### config.mk
export PLATFORM = sky130hd
export DESIGN_NAME = bve_cell
export DESIGN_NICKNAME = d
export VERILOG_FILES = /design/src/design/bve_pkg.sv /design/src/design/bve_cell.sv
export SDC_FILE = /design/constraint.sdc
export NUM_CORES = 1
export LEC_CHECK = 0
export BUFFER_PORTS_ARGS = -buffer_cell sky130_fd_sc_hd__buf_2
export CORE_MARGIN = 1
export CORE_UTILIZATION = 52
export CTS_CLUSTER_DIAMETER = 50
export DETAILED_ROUTE_END_ITERATION = 12
export PLACE_DENSITY = 0.95
export SYNTH_ARGS = -nofsm -noshare
export SYNTH_HDL_FRONTEND = slang
export SYNTH_SLANG_ARGS = --single-unit
### constraint.sdc
create_clock -name clk -period 8.8 [get_ports clk]
set_input_delay 0.44 -clock clk [delete_from_list [all_inputs] [get_ports clk]]
set_output_delay 0.44 -clock clk [all_outputs]
set_load 0.03 [all_outputs]
### src/design/bve_pkg.sv
// Shared constants, codes and structures of the bounded vector engine.
package bve_pkg;

  localparam int CAPACITY = 256;
  localparam int ELEM_W   = 32;
  localparam int IDX_W    = $clog2(CAPACITY);
  localparam int CNT_W    = $clog2(CAPACITY + 1);
  localparam int CMP_W    = (CNT_W > 8) ? CNT_W : 8;

  typedef enum logic [3:0] {
    REQ_APPEND  = 4'd0,
    REQ_POP     = 4'd1,
    REQ_FRONT   = 4'd2,
    REQ_BACK    = 4'd3,
    REQ_GET     = 4'd4,
    REQ_SET     = 4'd5,
    REQ_INSERT  = 4'd6,
    REQ_REMOVE  = 4'd7,
    REQ_REVERSE = 4'd8,
    REQ_CLEAR   = 4'd9,
    REQ_FIND    = 4'd10
  } req_e;

  typedef enum logic [2:0] {
    ST_OK       = 3'd0,
    ST_EMPTY    = 3'd1,
    ST_RANGE    = 3'd2,
    ST_FULL     = 3'd3,
    ST_NOTFOUND = 3'd4
  } status_e;

  typedef enum logic [2:0] {
    CELL_NOP,
    CELL_LOAD,
    CELL_INS,
    CELL_REM,
    CELL_ROT
  } cell_op_e;

  typedef enum logic [2:0] {
    S_IDLE,
    S_EXEC,
    S_WAVE,
    S_REV,
    S_OUT
  } state_e;

  typedef struct packed {
    cell_op_e                op;
    logic [CMP_W-1:0]        pos;
    logic [CMP_W-1:0]        n;
    logic                    find;
    logic [ELEM_W-1:0]       key;
  } cell_ctl_t;

  typedef struct packed {
    logic                    valid;
    logic                    hit;
    logic [ELEM_W-1:0]       data;
    logic [IDX_W-1:0]        idx;
  } carry_t;

endpackage

### src/design/bve_cell.sv
// One storage cell of the chain: holds one element and one stage of the search wave.
module bve_cell (
  input  logic                       clk,
  input  logic                       rst,
  input  bve_pkg::cell_ctl_t         ctl,
  input  logic [bve_pkg::IDX_W-1:0]  my_idx,
  input  logic [bve_pkg::ELEM_W-1:0] left_w,
  input  logic [bve_pkg::ELEM_W-1:0] right_w,
  input  logic [bve_pkg::ELEM_W-1:0] first_w,
  input  bve_pkg::carry_t            carry_in,
  output logic [bve_pkg::ELEM_W-1:0] word,
  output bve_pkg::carry_t            carry_out
);
  import bve_pkg::*;

  logic [CMP_W-1:0] idx_c;
  logic             live;
  logic             hit_here;
  carry_t           carry_next;

  assign idx_c    = CMP_W'(my_idx);
  assign live     = idx_c < ctl.n;
  assign hit_here = live && (ctl.find ? (word == ctl.key) : (idx_c == ctl.pos));

  always_comb begin
    carry_next.valid = carry_in.valid;
    carry_next.hit   = carry_in.hit | (carry_in.valid & hit_here);
    carry_next.data  = carry_in.hit ? carry_in.data : word;
    carry_next.idx   = carry_in.hit ? carry_in.idx : my_idx;
  end

  always_ff @(posedge clk) begin
    case (ctl.op)
      CELL_LOAD: begin
        if (idx_c == ctl.pos) word <= ctl.key;
      end
      CELL_INS: begin
        if (idx_c > ctl.pos) word <= left_w;
        else if (idx_c == ctl.pos) word <= ctl.key;
      end
      CELL_REM: begin
        if (idx_c >= ctl.pos) word <= right_w;
      end
      CELL_ROT: begin
        // Rotate the prefix up to pos left by one place.
        if (idx_c < ctl.pos) word <= right_w;
        else if (idx_c == ctl.pos) word <= first_w;
      end
      default: begin
      end
    endcase
  end

  always_ff @(posedge clk) begin
    if (rst) begin
      carry_out.valid <= 1'b0;
      carry_out.hit   <= 1'b0;
    end else begin
      carry_out.valid <= carry_next.valid;
      carry_out.hit   <= carry_next.hit;
    end
    carry_out.data <= carry_next.data;
    carry_out.idx  <= carry_next.idx;
  end

endmodule

======== Yosys cells after proc, flatten, opt, wreduce, memory -nomap -nowiden ========
Index checks and enable logic that the tools add are counted.
word-level totals
  flip-flop bits (word level) ............. 74
  latch bits .............................. 0
  memory bits (writable) .................. 0
  ROM bits ................................ 0
  input bits .............................. 202
  output and inout bits ................... 74
  word-level logic and storage cells ...... 31
  memories kept ........................... 0
operators by class
  add/subtract/negate cells ............... 0
  $mul .................................... 0
  divide/modulo/power cells ............... 0
  $lt $le $gt $ge ......................... 4
  equality and inequality tests ........... 8
  shifts and indexed selects .............. 0
  muxes and demuxes ....................... 9
  bitwise operators ....................... 2
  reduce and logical (&&, ||, !) cells .... 3
operators by type and width
  cell                count
  $mux 32             6
  $pmux 32 s4         1
  $eq 32x32->1        1
  $lt 8x9->1          2
  $eq 8x9->1          1
  $ge 8x9->1          1
  $gt 8x9->1          1
  $mux 8              1
  $eq 3x2->1 const B  2
  $reduce_bool 4->1   1
  $eq 3x1->1 const B  1
  $eq 3x3->1 const B  1
  $ne 3x3->1 const B  1
  $reduce_and 3->1    1
  $ne 2x2->1 const B  1
  $and 1x1->1         1
  $logic_and 1x1->1   1
  $mux 1              1
  $or 1x1->1          1

======== Longest topological paths before layout ========
  word-level depth ........................ 5
  mapped depth ............................ 10
  gate-level depth less buffers ........... 7

======== Worst setup path before layout ========
No wires, ideal clock.
  path type ............................... input port to flip-flop
  start ................................... input port ctl[49] (netlist name)
  end ..................................... register word[0] (netlist name), enable pin
  setup time .............................. 0.436 ns
  arrival ................................. 3.639 ns
  required time ........................... 8.364 ns
  setup slack ............................. 4.725 ns
  stages on the path ...................... 10
  path buffers ............................ 3
  path through ............................ inv_1 ha_1 nand3_2 or4_1 clkbuf_1 buf_2 buf_2 nand2_1 a21oi_1 o221ai_1
between the ends
  longest elaborated chain between the ends .. 3
  elaborated cells on any way between the ends .. 6
  classes of those cells .................. 2 x order compare; 3 x eq/ne; 1 x reduce/logical
RTL lines
  element                                                           RTL line        source
  start, declared                                                   bve_cell.sv:5   input bve_pkg::cell_ctl_t ctl,
  $lt 8x9->1, or another cell as far along                          bve_cell.sv:46  if (idx_c < ctl.pos) word <= right_w;
  $ne 3x3->1 (no source line) / $ne 2x2->1 (equally long branches)  -
  $reduce_and 3->1 (no source line) (*)                             -
  end signal, assigned                                              bve_cell.sv:42  if (idx_c >= ctl.pos) word <= right_w;
  end signal, assigned                                              bve_cell.sv:46
  end signal, assigned                                              bve_cell.sv:47  else if (idx_c == ctl.pos) word <= first_w;
  end, declared                                                     bve_cell.sv:11  output logic [bve_pkg::ELEM_W-1:0] word,
Every way passes the cells marked *; elsewhere a longest branch is shown, timed or not.
A chain may end at the register's enable or synchronous reset.

======== Final worst setup path ========
  start ................................... input port my_idx[7] (netlist name)
  end ..................................... register word[17] (netlist name), enable pin
between the ends
  longest elaborated chain between the ends .. 3
  elaborated cells on any way between the ends .. 6
  classes of those cells .................. 2 x order compare; 3 x eq/ne; 1 x reduce/logical
RTL lines
  element                                                           RTL line        source
  start, declared                                                   bve_cell.sv:6   input logic [bve_pkg::IDX_W-1:0] my_idx,
  $lt 8x9->1, or another cell as far along                          bve_cell.sv:46
  $ne 3x3->1 (no source line) / $ne 2x2->1 (equally long branches)  -
  $reduce_and 3->1 (no source line) (*)                             -
Marks and branches as above.

==> key figures <==
CTS
  – Root Driver: clkbuf_16
  – Worst-path clk slew: roughly 60 ps
  – Htree depth: 3
  – Number of CTS-inserted buffers: 9
  – Clock Path Buffers: 2
  – Post-CTS Setup Inserts: 0
  – Post-CTS sizing: 0
  – TritonCTS clock tree: done
  – # hold bufs at CTS: 0
  – Num Clock Sinks: between 70 and 80
  – Skew-Pair Late Insertion Delay: 340 ps

STA
  – RSZ-0062 raised after global routing: false
  – Final min period: 3520 ps
  – Final Hold Fails: 0
  – Final setup vio count: 0
  – Fmax: 284 MHz
  – Post-route clock period utilization: 0.400
  – Max Slew Vio Count: 0
  – Worst relative slew slack: 0.187
  – Setup TNS: 0 ps
  – Clock skew: just over 3 ps
  – Worst Tran Pin Value: approximately 1200 ps

Final layout
  – Share of cells above drive strength 1: 0.484
  – Commonest non-fill, non-tap cell in the layout: buf_2
  – N_diodes: 0
  – Reg area: 0.00180 mm²
  – Total Nets Final: 1068
  – Area grow syn2layout: 29.3%
  – # fillers: 884
  – Most frequent cells in the layout: buf_2, a211oi_1, nor3_1
  – Area of the multi-input gates: roughly 0.0038 mm²
  – Non-Filler Instances: between 900 and 1000
  – Final core occ: 0.700

Setup path
  – Largest stage delay on the critical path: between 900 and 1000 ps
  – WP buf/inv: 2
  – Crit start category: input port
  – Critical path endpoint category: flip-flop
  – Crit path DAT: 3470 ps
  – Critical path's slowest cell: o221ai_4
  – Top delay family on crit path: simple AND/OR/NAND/NOR gates
  – CP Cell Sequence: buf_2 > ha_1 > nand3_2 > or4_2 > buf_4 > nand2_1 > a21oi_1 > o221ai_4
  – Worst Path Class, Setup: input port to flip-flop
  – CP Data Required Time: 8750 ps
  – Worst-path maximum fanout: 67

Placement
  – GP Congestion: 0.919
  – Hpwl dp: about 14000 µm
  – Inst Count DP: just under 1000
  – # port buffers: 275

Floorplanning
  – Row Count: 38
  – Die Width: ~110 µm
  – Number of I/O pins: 276
  – Total die area: about 0.012 mm²
  – Die Y: around 110 µm
  – Initial Util: 0.541
  – Core region area: 0.0110 mm²

Run
  – MaxCap Viol Count: 0

Logic synthesis
  – Synth Area in Compound Gates: 0.355
  – XOR/XNOR Fraction of Synth Area: 0.0470
  – Average size of a mapped cell: 9.55 µm²
  – Sequential share of the synthesized area: 0.302
  – Synth Area in Adders: 0.0315
  – Mux share of post-synthesis cell area: 0.0736
  – Largest family of logic cells by synthesized area: compound AO/OA/AOI/OAI gates
  – Post-Synthesis Cell Area: between 0.005 and 0.006 mm²
  – Synth Instances: 625
  – Ys Warns: 0
  – Syn Nets: between 800 and 900
  – Simple-gate area share of the yosys netlist: 0.123
  – FF+latch count, synth: between 70 and 80
  – Synth unique cells: 41

Power and ir drop
  – Total power: approximately 1300 µW
  – Static Leak: 0.00318 µW
  – Worst vdd ir: around 0.00015 V
  – PwrDens: 164 mW/mm²

Global routing
  – Congestion Overflow GR: 0
  – Total GRT Usage: 0.358
  – First-pass GRT wire length: 32500 µm
  – Largest net degree at the start of global routing: 69
  – Vias in the first global route: about 6400
  – Initial antenna violation count: 1

Route
  – Router iterations before antenna repair: 5
  – Vias: 6610
  – Via density: 6.64
  – Routed wire length: 21100 µm
  – Post-DR wirelength/cell: roughly 21 µm
  – Number of remaining DRC errors: 0
  – Antenna Nets Post-Route: 0
  – Drt initial violations: around 480

Status
  – Outcome: complete, no violations

Min path
  – Hold WC Path Type: input port to flip-flop
layer usage:
layer,routed length [µm],vias to the layer above,global-route usage
li1,-,2991,-
met1,7990,3096,0.429
met2,10400,456,0.607
met3,2100,65,0.0741
met4,633,2,0.178
met5,13,-,0
synthesized netlist by cell type:
cell type	instances	area, µm²
xor2_1	31	272
edfxtp_1	32	961
a21o_1	2	15.0
nand2_1	5	18.8
a31oi_1	1	6.26
nor2b_1	1	6.26
o221a_2	32	360
mux2_2	39	439
o32ai_1	4	35.0
o21bai_1	1	7.51
o32ai_2	29	472
nand3_2	1	10.0
inv_1	19	71.3
nand4_1	2	12.5
buf_6	6	67.6
o221ai_1	1	8.76
o31ai_1	33	248
clkinv_1	1	3.75
xnor2_1	1	8.76
or4_1	1	7.51
o21a_1	2	15.0
nand3_1	3	15.0
o32a_1	1	10.0
nand2_8	1	20.0
a2111oi_0	1	8.76
buf_4	1	7.51
a211oi_1	96	721
nand2b_1	6	37.5
nor4_1	8	50.1
ha_1	15	188
nor2_1	1	3.75
buf_2	11	55.1
nor4_2	1	12.5
a31o_2	1	8.76
a21oi_1	37	185
dfxtp_1	42	841
o21ai_0	3	15.0
or3b_1	1	8.76
clkbuf_1	54	203
or3_1	32	200
nor3_1	66	330
stage by stage:
stage	worst slack [ps]	hold WS (ps)	cell area, µm²
6_report	5280	312	7720
5_1_grt	5120	320	7720
4_1_cts	5290	307	7720
3_5_place_dp	4940	639	7360
3_3_place_gp	4980	628	7360
2_1_floorplan	4720	548	5970
layout make-up:
class                           count  share of cell area
Timing Repair Buffer              287               0.190
Multi-Input combinational cell    459               0.498
Clock buffer                       10              0.0297
Tap cell                          140              0.0227
Sequential cell                    74               0.234
Clock inverter                      6              0.0167
Inverter                           20             0.00973
logic make-up (layout without fill, tap and decap cells):
logic type | Yosys count | count (layout)
xor+xnor | 32 | 32
buf+inv | 92 | 323
compound gates | 244 | 244
mux | 39 | 39
fa+ha+maj | 15 | 15
simple gates | 129 | 129
flops | 74 | 74
flip-flops by register name, indices dropped and copies added, names as in the netlist:
name and flops:
carry_out 42, word 32
power by group:
part	total [µW]	internal (µW)	switching [µW]
Combinational	379	147	232
Clock	453	304	148
Sequential	432	400	31.6
Total	1260	851	412
path summary, 6_finish.rpt:
check	start	end	slack, ps	cells after the start
worst min register to register	word[7]	carry_out[15]	660	1
worst max register to register	word[25]	carry_out[40]	6770	5
worst max-delay path	my_idx[7]	word[17]	5280	8
worst min-delay path	rst	carry_out[40]	310	2
(Power assumes the default switching activity.)
